## src/rtl/assert_macros.svh

```systemverilog
// Assertion macros used by mte_back; they expand to nothing in synthesis.
`ifndef ASSERT_MACROS_SVH
`define ASSERT_MACROS_SVH

`ifndef SYNTHESIS

`define ASSERT_CLKED(label, clk, rst, prop, msg) \
  label: assert property (@(posedge clk) disable iff (rst) prop) else $error(msg);

`define ASSERT_ALWAYS(label, clk, prop, msg) \
  label: assert property (@(posedge clk) prop) else $error(msg);

`else

`define ASSERT_CLKED(label, clk, rst, prop, msg)

`define ASSERT_ALWAYS(label, clk, prop, msg)

`endif

`endif

```

## src/rtl/mte_pkg.sv

```systemverilog
`default_nettype none

package mte_pkg;

  localparam int COUNT_BITS  = 16;
  localparam int SHOWN_BITS  = 16;
  localparam int QUEUE_DEPTH = 2;

  localparam logic [2:0] EL_DIT        = 3'd0;
  localparam logic [2:0] EL_DAH        = 3'd1;
  localparam logic [2:0] EL_INTRA      = 3'd2;
  localparam logic [2:0] EL_INTER_SYM  = 3'd3;
  localparam logic [2:0] EL_INTER_WORD = 3'd4;
  localparam logic [2:0] EL_SKIPPED    = 3'd5;

  localparam logic [7:0] CHAR_SPACE   = 8'd32;
  localparam logic [7:0] CHAR_TOP     = 8'd95;
  localparam logic [7:0] CHAR_LOWER_A = 8'd97;
  localparam logic [7:0] CHAR_LOWER_Z = 8'd122;
  localparam logic [7:0] CASE_OFFSET  = 8'd32;

  typedef struct packed {
    logic [7:0] character;
    logic       start_of_text;
  } text_t;

  typedef struct packed {
    logic [2:0]            element;
    logic                  last_of_run;
    logic [SHOWN_BITS-1:0] skipped_count;
  } elem_t;

  typedef enum logic [1:0] {
    KIND_CODE,
    KIND_SPACE,
    KIND_SKIP
  } kind_t;

  // pattern holds the tones first-sent in the highest used bit, 1 for dah
  typedef struct packed {
    logic [2:0] len;
    logic [6:0] pattern;
  } rom_entry_t;

  typedef struct packed {
    kind_t                 kind;
    logic                  inter_sym;
    logic [2:0]            len;
    logic [6:0]            pattern;
    logic [SHOWN_BITS-1:0] shown;
  } cmd_t;

  typedef struct packed {
    logic push;
    cmd_t cmd;
  } push_t;

  function automatic rom_entry_t morse_rom(input logic [5:0] idx);
    logic [9:0] e;
    case (idx)
      6'd1:  e = {3'd6, 7'b0101011};
      6'd2:  e = {3'd6, 7'b0010010};
      6'd4:  e = {3'd7, 7'b0001001};
      6'd6:  e = {3'd5, 7'b0001000};
      6'd7:  e = {3'd6, 7'b0011110};
      6'd8:  e = {3'd5, 7'b0010110};
      6'd9:  e = {3'd6, 7'b0101101};
      6'd11: e = {3'd5, 7'b0001010};
      6'd12: e = {3'd6, 7'b0110011};
      6'd13: e = {3'd6, 7'b0100001};
      6'd14: e = {3'd6, 7'b0010101};
      6'd15: e = {3'd5, 7'b0010010};
      6'd16: e = {3'd5, 7'b0011111};
      6'd17: e = {3'd5, 7'b0001111};
      6'd18: e = {3'd5, 7'b0000111};
      6'd19: e = {3'd5, 7'b0000011};
      6'd20: e = {3'd5, 7'b0000001};
      6'd21: e = {3'd5, 7'b0000000};
      6'd22: e = {3'd5, 7'b0010000};
      6'd23: e = {3'd5, 7'b0011000};
      6'd24: e = {3'd5, 7'b0011100};
      6'd25: e = {3'd5, 7'b0011110};
      6'd26: e = {3'd6, 7'b0111000};
      6'd27: e = {3'd6, 7'b0101010};
      6'd29: e = {3'd5, 7'b0010001};
      6'd31: e = {3'd6, 7'b0001100};
      6'd32: e = {3'd6, 7'b0011010};
      6'd33: e = {3'd2, 7'b0000001};
      6'd34: e = {3'd4, 7'b0001000};
      6'd35: e = {3'd4, 7'b0001010};
      6'd36: e = {3'd3, 7'b0000100};
      6'd37: e = {3'd1, 7'b0000000};
      6'd38: e = {3'd4, 7'b0000010};
      6'd39: e = {3'd3, 7'b0000110};
      6'd40: e = {3'd4, 7'b0000000};
      6'd41: e = {3'd2, 7'b0000000};
      6'd42: e = {3'd4, 7'b0000111};
      6'd43: e = {3'd3, 7'b0000101};
      6'd44: e = {3'd4, 7'b0000100};
      6'd45: e = {3'd2, 7'b0000011};
      6'd46: e = {3'd2, 7'b0000010};
      6'd47: e = {3'd3, 7'b0000111};
      6'd48: e = {3'd4, 7'b0000110};
      6'd49: e = {3'd4, 7'b0001101};
      6'd50: e = {3'd3, 7'b0000010};
      6'd51: e = {3'd3, 7'b0000000};
      6'd52: e = {3'd1, 7'b0000001};
      6'd53: e = {3'd3, 7'b0000001};
      6'd54: e = {3'd4, 7'b0000001};
      6'd55: e = {3'd3, 7'b0000011};
      6'd56: e = {3'd4, 7'b0001001};
      6'd57: e = {3'd4, 7'b0001011};
      6'd58: e = {3'd4, 7'b0001100};
      6'd63: e = {3'd6, 7'b0001101};
      default: e = 10'd0;
    endcase
    return rom_entry_t'(e);
  endfunction

endpackage

`default_nettype wire

```

## src/rtl/mte_front.sv

```systemverilog
`default_nettype none

module mte_front #(
  parameter int COUNT_BITS = mte_pkg::COUNT_BITS
) (
  input  wire logic           clk,
  input  wire logic           rst,
  input  wire logic           text_valid,
  input  wire mte_pkg::text_t text,
  input  wire logic           q_full,
  output mte_pkg::push_t      q_push
);

  logic                  word_start;
  logic [COUNT_BITS-1:0] skip_counter;

  logic                  word_start_next;
  logic [COUNT_BITS-1:0] skip_counter_next;
  logic [COUNT_BITS-1:0] cnt_base;
  logic                  ws_base;
  logic [7:0]            c;
  mte_pkg::rom_entry_t   entry;
  mte_pkg::kind_t        kind;
  logic [31:0]           cnt_wide;

  always_comb begin
    cnt_base = text.start_of_text ? '0 : skip_counter;
    ws_base  = text.start_of_text | word_start;
    c        = text.character;
    if (c >= mte_pkg::CHAR_LOWER_A && c <= mte_pkg::CHAR_LOWER_Z) begin
      c = c - mte_pkg::CASE_OFFSET;
    end
    entry = '0;
    if (c >= mte_pkg::CHAR_SPACE && c <= mte_pkg::CHAR_TOP) begin
      entry = mte_pkg::morse_rom(6'(c - mte_pkg::CHAR_SPACE));
    end
    if (c == mte_pkg::CHAR_SPACE) begin
      kind = mte_pkg::KIND_SPACE;
    end else if (entry.len == 3'd0) begin
      kind = mte_pkg::KIND_SKIP;
    end else begin
      kind = mte_pkg::KIND_CODE;
    end

    skip_counter_next = cnt_base;
    word_start_next   = ws_base;
    unique case (kind)
      mte_pkg::KIND_SPACE: word_start_next = 1'b1;
      mte_pkg::KIND_SKIP: begin
        if (cnt_base != {COUNT_BITS{1'b1}}) begin
          skip_counter_next = cnt_base + 1'b1;
        end
      end
      mte_pkg::KIND_CODE: word_start_next = 1'b0;
      default: word_start_next = ws_base;
    endcase

    cnt_wide = 32'(skip_counter_next);

    q_push.push          = text_valid && !q_full;
    q_push.cmd.kind      = kind;
    q_push.cmd.inter_sym = (kind == mte_pkg::KIND_CODE) && !ws_base;
    q_push.cmd.len       = entry.len;
    q_push.cmd.pattern   = entry.pattern;
    q_push.cmd.shown     = (cnt_wide > 32'h0000_FFFF) ? 16'hFFFF
                                                      : cnt_wide[15:0];
  end

  always_ff @(posedge clk) begin
    if (rst) begin
      word_start   <= 1'b1;
      skip_counter <= '0;
    end else if (q_push.push) begin
      word_start   <= word_start_next;
      skip_counter <= skip_counter_next;
    end
  end

endmodule

`default_nettype wire

```

## src/rtl/mte_queue.sv

```systemverilog
`default_nettype none

module mte_queue #(
  parameter int DEPTH = mte_pkg::QUEUE_DEPTH
) (
  input  wire logic          clk,
  input  wire logic          rst,
  input  wire mte_pkg::push_t q_push,
  input  wire logic          pop,
  output logic               full,
  output logic               q_valid,
  output mte_pkg::cmd_t      q_data
);

  localparam int PTR_BITS = (DEPTH > 1) ? $clog2(DEPTH) : 1;
  localparam int CNT_BITS = $clog2(DEPTH + 1);

  mte_pkg::cmd_t       store [DEPTH];
  logic [PTR_BITS-1:0] wr_ptr;
  logic [PTR_BITS-1:0] rd_ptr;
  logic [CNT_BITS-1:0] count;

  logic do_push;
  logic do_pop;

  assign full    = (count == CNT_BITS'(DEPTH));
  assign q_valid = (count != '0);
  assign q_data  = store[rd_ptr];
  assign do_push = q_push.push && !full;
  assign do_pop  = pop && q_valid;

  always_ff @(posedge clk) begin
    if (do_push) begin
      store[wr_ptr] <= q_push.cmd;
    end
  end

  always_ff @(posedge clk) begin
    if (rst) begin
      wr_ptr <= '0;
      rd_ptr <= '0;
      count  <= '0;
    end else begin
      if (do_push) begin
        wr_ptr <= (wr_ptr == PTR_BITS'(DEPTH - 1)) ? '0 : wr_ptr + 1'b1;
      end
      if (do_pop) begin
        rd_ptr <= (rd_ptr == PTR_BITS'(DEPTH - 1)) ? '0 : rd_ptr + 1'b1;
      end
      if (do_push && !do_pop) begin
        count <= count + 1'b1;
      end else if (do_pop && !do_push) begin
        count <= count - 1'b1;
      end
    end
  end

endmodule

`default_nettype wire

```

## src/rtl/mte_back.sv

```systemverilog
`default_nettype none

`include "assert_macros.svh"

module mte_back (
  input  wire logic          clk,
  input  wire logic          rst,
  input  wire logic          q_valid,
  input  wire mte_pkg::cmd_t q_data,
  output logic               pop,
  output logic               elem_valid,
  input  wire logic          elem_stall,
  output mte_pkg::elem_t     elem
);

  logic          busy;
  logic          pre;
  logic [3:0]    pos;
  mte_pkg::cmd_t cmd;

  logic           out_free;
  logic           last;
  logic [3:0]     lim;
  logic [2:0]     tone_idx;
  logic           is_code;
  mte_pkg::elem_t next_elem;

  assign out_free = !elem_valid || !elem_stall;
  assign pop      = !busy && q_valid;
  assign is_code  = (cmd.kind == mte_pkg::KIND_CODE);

  always_comb begin
    lim      = 4'({cmd.len, 1'b0}) - 4'd2;
    tone_idx = cmd.len - 3'd1 - pos[3:1];
    next_elem.skipped_count = cmd.shown;
    last = 1'b1;
    unique case (cmd.kind)
      mte_pkg::KIND_SPACE: next_elem.element = mte_pkg::EL_INTER_WORD;
      mte_pkg::KIND_SKIP:  next_elem.element = mte_pkg::EL_SKIPPED;
      mte_pkg::KIND_CODE: begin
        if (pre) begin
          next_elem.element = mte_pkg::EL_INTER_SYM;
        end else if (pos[0]) begin
          next_elem.element = mte_pkg::EL_INTRA;
        end else if (cmd.pattern[tone_idx]) begin
          next_elem.element = mte_pkg::EL_DAH;
        end else begin
          next_elem.element = mte_pkg::EL_DIT;
        end
        last = !pre && (pos == lim);
      end
      default: next_elem.element = mte_pkg::EL_SKIPPED;
    endcase
    next_elem.last_of_run = last;
  end

  always_ff @(posedge clk) begin
    if (rst) begin
      busy       <= 1'b0;
      pre        <= 1'b0;
      pos        <= '0;
      elem_valid <= 1'b0;
    end else begin
      if (out_free) begin
        elem_valid <= busy;
        if (busy) begin
          elem <= next_elem;
          if (last) begin
            busy <= 1'b0;
          end else if (pre) begin
            pre <= 1'b0;
          end else begin
            pos <= pos + 1'b1;
          end
        end
      end
      if (pop) begin
        busy <= 1'b1;
        cmd  <= q_data;
        pre  <= q_data.inter_sym;
        pos  <= '0;
      end
    end
  end

  `ASSERT_CLKED(a_pop_loads, clk, rst, pop |=> busy, "pop did not load the sequencer")
  `ASSERT_CLKED(a_pre_busy, clk, rst, pre |-> busy, "pause pending while idle")
  `ASSERT_CLKED(a_single, clk, rst, busy && !is_code |-> pos == 4'd0 && !pre, "single run advanced")
  `ASSERT_CLKED(a_pos_range, clk, rst, busy && is_code |-> pos <= lim, "position past end of code")

endmodule

`default_nettype wire

```

## src/rtl/morse_text_encoder.sv

```systemverilog
`default_nettype none

// Morse text encoder: each text transaction (one byte, optional start of text)
// becomes a run of one to fourteen element transactions, the last flagged by
// last_of_run. A byte is accepted and queued (two deep); the sequencer then
// loads it from the queue and emits one element per cycle while the output
// is not stalled, and it loads no further byte until the last element of the
// run has been issued. The input is stalled only while the queue is full.
module morse_text_encoder #(
  parameter int COUNT_BITS = mte_pkg::COUNT_BITS
) (
  input  wire logic           clk,
  input  wire logic           rst,
  input  wire logic           text_valid,
  output logic                text_stall,
  input  wire mte_pkg::text_t text,
  output logic                elem_valid,
  input  wire logic           elem_stall,
  output mte_pkg::elem_t      elem
);

  mte_pkg::push_t q_push;
  mte_pkg::cmd_t  q_data;
  logic           q_full;
  logic           q_valid;
  logic           pop;

  assign text_stall = q_full;

  mte_front #(
    .COUNT_BITS(COUNT_BITS)
  ) u_front (
    .clk       (clk),
    .rst       (rst),
    .text_valid(text_valid),
    .text      (text),
    .q_full    (q_full),
    .q_push    (q_push)
  );

  mte_queue #(
    .DEPTH(mte_pkg::QUEUE_DEPTH)
  ) u_queue (
    .clk    (clk),
    .rst    (rst),
    .q_push (q_push),
    .pop    (pop),
    .full   (q_full),
    .q_valid(q_valid),
    .q_data (q_data)
  );

  mte_back u_back (
    .clk       (clk),
    .rst       (rst),
    .q_valid   (q_valid),
    .q_data    (q_data),
    .pop       (pop),
    .elem_valid(elem_valid),
    .elem_stall(elem_stall),
    .elem      (elem)
  );

endmodule

`default_nettype wire

```

## config.mk

```make
export PLATFORM = sky130hd
export DESIGN_NAME = morse_text_encoder
export DESIGN_NICKNAME = d
export VERILOG_FILES = /design/src/rtl/mte_pkg.sv /design/src/rtl/mte_front.sv /design/src/rtl/mte_queue.sv /design/src/rtl/mte_back.sv /design/src/rtl/morse_text_encoder.sv
export VERILOG_INCLUDE_DIRS = /design/src /design/src/rtl
export SDC_FILE = /design/constraint.sdc
export NUM_CORES = 1
export LEC_CHECK = 0
export ABC_AREA = 1
export BUFFER_PORTS_ARGS = -buffer_cell sky130_fd_sc_hd__buf_4
export CORE_MARGIN = 4
export CORE_UTILIZATION = 30
export DETAILED_ROUTE_END_ITERATION = 16
export SKIP_CTS_REPAIR_TIMING = 1
export SYNTH_ARGS = -nofsm -noshare
export SYNTH_HDL_FRONTEND = slang
export SYNTH_SLANG_ARGS = --single-unit
export TNS_END_PERCENT = 20
```

## constraint.sdc

```tcl
create_clock -name clk -period 3.4 [get_ports clk]
set_input_delay 0.68 -clock clk [delete_from_list [all_inputs] [get_ports clk]]
set_output_delay 0.68 -clock clk [all_outputs]
set_load 0.01 [all_outputs]
```

Word-level counts from Yosys, hierarchy flattened
Memories as Yosys holds them, arrays and structs flattened. A register that Yosys moved wholly into a read port is not among the register bits. Cells that the tools add are included.

Register bits: 76. Bits in writable memories: 58. Memory bits (read-only): 576. Output and inout bits: 22. Logic and storage cells: 108. Memories: 2.

Add/subtract/negate cells: 11. $lt $le $gt $ge: 5. Equality and inequality tests: 8. Muxes and demuxes: 31. Bitwise logic cells: 4. Reductions and logical operators: 31.

Memory list: (name not given) (words 64, width 9, rd ports 1, clocked after memory_dff 0, wr ports 0, line mte_pkg.sv:60) `case (idx)`; u_queue.store (words 2, width 29, rd ports 1, clocked after memory_dff 1, wr ports 1, line mte_queue.sv:18) `mte_pkg::cmd_t store [DEPTH];`.

Operator list (count): 16-bit 2-to-1 mux (3); 1-bit 2-to-1 mux (17); 16-bit by 1-bit adder with 16-bit output, second input constant (1); 8-bit by 7-bit <= comparator with 1-bit output, second input constant (2); 16-bit != test, second input constant (1); 1-bit logical AND (10); 10-bit 2-to-1 mux (1); 8-bit by 6-bit equality test with 1-bit output, second input constant (1); 8-bit by 6-bit greater-or-equal comparator with 1-bit output, second input constant (1); 8-bit by 7-bit greater-or-equal comparator with 1-bit output, second input constant (1); 1-bit zero test (8); 2-bit 2-to-1 mux (4); 8-bit 2-to-1 mux (1); 2-bit nonzero test (4); 8-bit by 6-bit subtractor with 8-bit output, second input constant (1); 3-bit 2-to-1 mux (2); 3-bit one-hot mux with 2 select lines (1); 3-bit AND reduction (2); 6-bit subtractor, second input constant (1); 4-bit by 1-bit adder with 4-bit output, second input constant (1); 2-bit by 1-bit equality test with 1-bit output, second input constant (2); 2-bit equality test, second input constant (2); 4-bit equality test (1); 2-bit zero test (2); 17 further kinds (20).

Longest topological paths before layout
Depth after elaboration: 11. Gate-level depth with buffers: 20.

Hierarchy
From an unflattened synthesis, not the netlist that was laid out.

Cells, all modules: 757. Area total of the unflattened synthesis: 7073.0 um2.

By module, submodules not included: mte_front (instances 1, cells an instance 479, area an instance 2620.0 um2); mte_queue (instances 1, cells an instance 127, area an instance 2377.3 um2); mte_back (instances 1, cells an instance 151, area an instance 2075.7 um2).

Worst setup path after synthesis
Ideal clock, no wire load.

Kind: input to register. Start point: input port text_valid. End point: memory u_queue.store[1][0] in the netlist's numbering, enable pin. Library setup time: 0.414 ns. Data arrival time: 2.431 ns. Data required time: 2.986 ns. Slack: 0.555 ns. Cell stages on the path: 4. Cell sequence: o21ai_0 -> clkbuf_1 -> clkbuf_1 -> nor2_1.

Cells in the longest elaborated chain, start to end: 4.

RTL lines: start, declared (line morse_text_encoder.sv:14) `input wire logic text_valid,`; 1-bit logical AND (line mte_front.sv:60) `q_push.push = text_valid && !q_full;`; 1-bit logical AND (line mte_queue.sv:29) `assign do_push = q_push.push && !full;`; 1-bit 2-to-1 mux (line mte_queue.sv:33) `if (do_push) begin`; 1-bit 2-to-1 mux (implied by the code) (line mte_queue.sv:34) `store[wr_ptr] <= q_push.cmd;`; end, declared (line mte_queue.sv:18).

No other way between the ends.

==> results.ini <==
[outcome]
status = finished clean

[timing]
min_period_over_period = 0.810
finalClockSkew_ps = 11.7
worst_pin_slew_ps = 633
finalSetupViolCount = 0
final-max-slew-violation-count = 0
fmax_ghz = 0.363
rsz0062_at_grt = no
fin_crit_ps = 2750
hold_viol_final = 0
relSlewSlack = 0.578
finalSetupTns_ps = 0

[worst_setup_path]
crit_type = in -> reg
cp-end-kind = flop
required_ps = 3540
path_cells = buf_4, inv_2, ha_1, nand3_1, nand2_1, nand2_2, nand2_2, nand2_4, inv_2, nand2_1, a21oi_2, nand2_2, buf_4, nand4_1, nand2_1
cp-start-kind = input port
path_max_fanout = 18
slowest_stage = a21oi_2
cpPeakStageDelay_ps = 290
arrival_ps = 2890

[clock_tree]
clockBufferDepth = 2
clkTransAtPathRegs_ps = 50
clkLatencyLatePin_ps = 410
cts.sinks = 132
cts-root-buf = clkbuf_16
htree_levels = 4
cts_tree = yes
cts_made_buffers = 17

[floorplan]
coreArea_um2 = 21800
die_x_um = 157
ioPinCount = 35
fp.dieH_um = 157
start_util = 0.306
die_area_um2 = 24700
rows = 54

[power_and_ir_drop]
p_per_area_nw_per_um2 = 646
ir_drop_uv = 339
power.leakage_nw = 3.41
fin_total_pwr_w = 0.00506

[finish]
fin_nets = 823
area_delta_synth_final_pct = 17.5
insertedDiodeCount = 0
post-route-util = 0.359
fin_cells = 1089
drive_gt1_frac = 0.147

[worst_hold_path]
hp-class = reg -> reg

[yosys]
ys_warn_count = 0
syn_avg_cell_area_um2 = 8.88
synth-main-ff-cell = edfxtp_1
ys_seq_elements = 132
syn-instance-count = 751
yosysSeqAreaShare = 0.551
synth_area_um2 = 6670
ys_types = 53
synth_edf_count = 103
synth_fp_nets = 778
ys_async_sr_fraction = 0

[route]
wl_um = 14500
wl_per_cell_um = 13.3
drc = 0
dr.pass1.iters = 5
drtIter0Drc = 394
num_vias = 5152
avgViaCountPerCell = 4.73
ant_nets = 0

[placement]
place_inst = 1057
routabilityCongestion = 0.904
io_buffers = 34
dp_hpwl_um = 10100

[global_routing]
grt_overflow = 0
grt_first_pass_wirelength_um = 23600
grt_max_degree = 30
track_usage = 0.119
first_global_vias = 4829
antenna_found_initial = 1

[flow_run]
max-cap-violations = 0

==> state kept, by name (all words and copies together), names as in the netlist, 2 cells and up, named ones only <==
register              flops
u_front.skip_counter     16
u_back.elem              20
u_queue.store            56
u_queue.count             2
u_back.cmd               27
u_back.pos                4
==> cell usage after synthesis (4+ instances only) <==
master / n / area share
a21oi_1: 44 / 0.033
buf_2: 5 / 0.0038
clkbuf_1: 15 / 0.0084
dfxtp_1: 29 / 0.087
edfxtp_1: 103 / 0.46
ha_1: 13 / 0.024
inv_1: 93 / 0.052
inv_2: 6 / 0.0034
nand2_1: 201 / 0.11
nand2_2: 14 / 0.013
nand3_1: 41 / 0.031
nand4_1: 21 / 0.020
nor2_1: 66 / 0.037
nor3_1: 7 / 0.0053
o21a_1: 5 / 0.0056
o21ai_0: 25 / 0.019
or2_2: 6 / 0.0056
xnor2_1: 4 / 0.0053
xor2_1: 6 / 0.0079
==> cell usage in the layout (no fill, tap or decap), types with 3 or more instances in the layout <==
master,Yosys,routed
nand2_1,201,201
edfxtp_1,103,103
inv_1,93,93
nor2_1,66,63
buf_4,2,51
a21oi_1,44,44
nand3_1,41,41
dfxtp_1,29,29
o21ai_0,25,24
nand4_1,21,21
clkbuf_16,0,17
nand2_2,14,14
ha_1,13,13
nor3_1,7,7
inv_2,6,6
or2_2,6,6
xor2_1,6,6
clkinv_1,2,5
o21a_1,5,5
nor2_2,1,4
xnor2_1,4,4
clkinvlp_4,0,4
o211ai_1,3,3
o21ai_1,2,3
a211oi_1,3,3
clkinv_2,0,3
==> power by group <==
group	internal (W)	switching [W]	leakage, nW	total, W
logic	0.000383	0.000781	1.95	0.00116
registers	0.00215	0.0000912	1.21	0.00224
clock network	0.00103	0.000630	0.257	0.00166
total	0.00356	0.00150	3.41	0.00506
==> worst max-delay path, delay by kind of cell <==
kind | cells | cell delay (ps)
AOI/OAI and AO/OA | 1 | 290
and+or+nand+nor | 9 | 960
adders and majority gates | 1 | 280
buffers and inverters | 4 | 670
==> final timing paths <==
path	from	endpoint	slack (ps)	depth (start not counted)
worst max register to register	u_front.skip_counter[0]	u_front.skip_counter[5]	1080	15
worst max-delay path	text[1]	u_queue.store[0][5]	650	15
worst min-delay path	u_back.cmd[13]	u_back.elem[13]	420	0
worst min register to register	u_back.cmd[13]	u_back.elem[13]	420	0
==> logic make-up (layout without fill, tap and decap cells) <==
| group | count (synthesis) | count (layout) | share of synthesized area |
|---|---|---|---|
| AO/OA/AOI/OAI | 100 | 100 | 0.0890 |
| XOR/XNOR | 10 | 10 | 0.0131 |
| adder cells (fa/ha/maj) | 14 | 14 | 0.0274 |
| buffers and inverters | 126 | 184 | 0.0752 |
| flip-flops | 132 | 132 | 0.551 |
| multiplexers | 2 | 2 | 0.00319 |
| AND/OR/NAND/NOR | 367 | 367 | 0.241 |
==> metal layers <==
layer,global-route usage,wire length (µm),vias up
met5,0,15,-
met4,0.0451,265,2
met3,0.0258,727,25
met2,0.195,6760,152
met1,0.156,6720,2384
li1,-,-,2589
==> metrics by stage <==
stage | area [µm²] | setup slack (ps) | hold slack (ps)
floorplan | 6670 | 555 | 400
global placement | 7290 | 209 | 402
detailed placement | 7290 | 252 | 405
CTS | 7830 | 693 | 415
global route | 7830 | 445 | 423
finish | 7830 | 647 | 416
==> area by class of cell <==
cell class                 count  area [µm²]
fill                        2214       14000
sequential                   132        3670
multi-input combinational    493        2500
clock buffer                  21         460
timing repair buffer          51         383
inverter                     101         379
tap                          280         350
clock inverter                11        86.3
(Power assumes the default switching activity.)
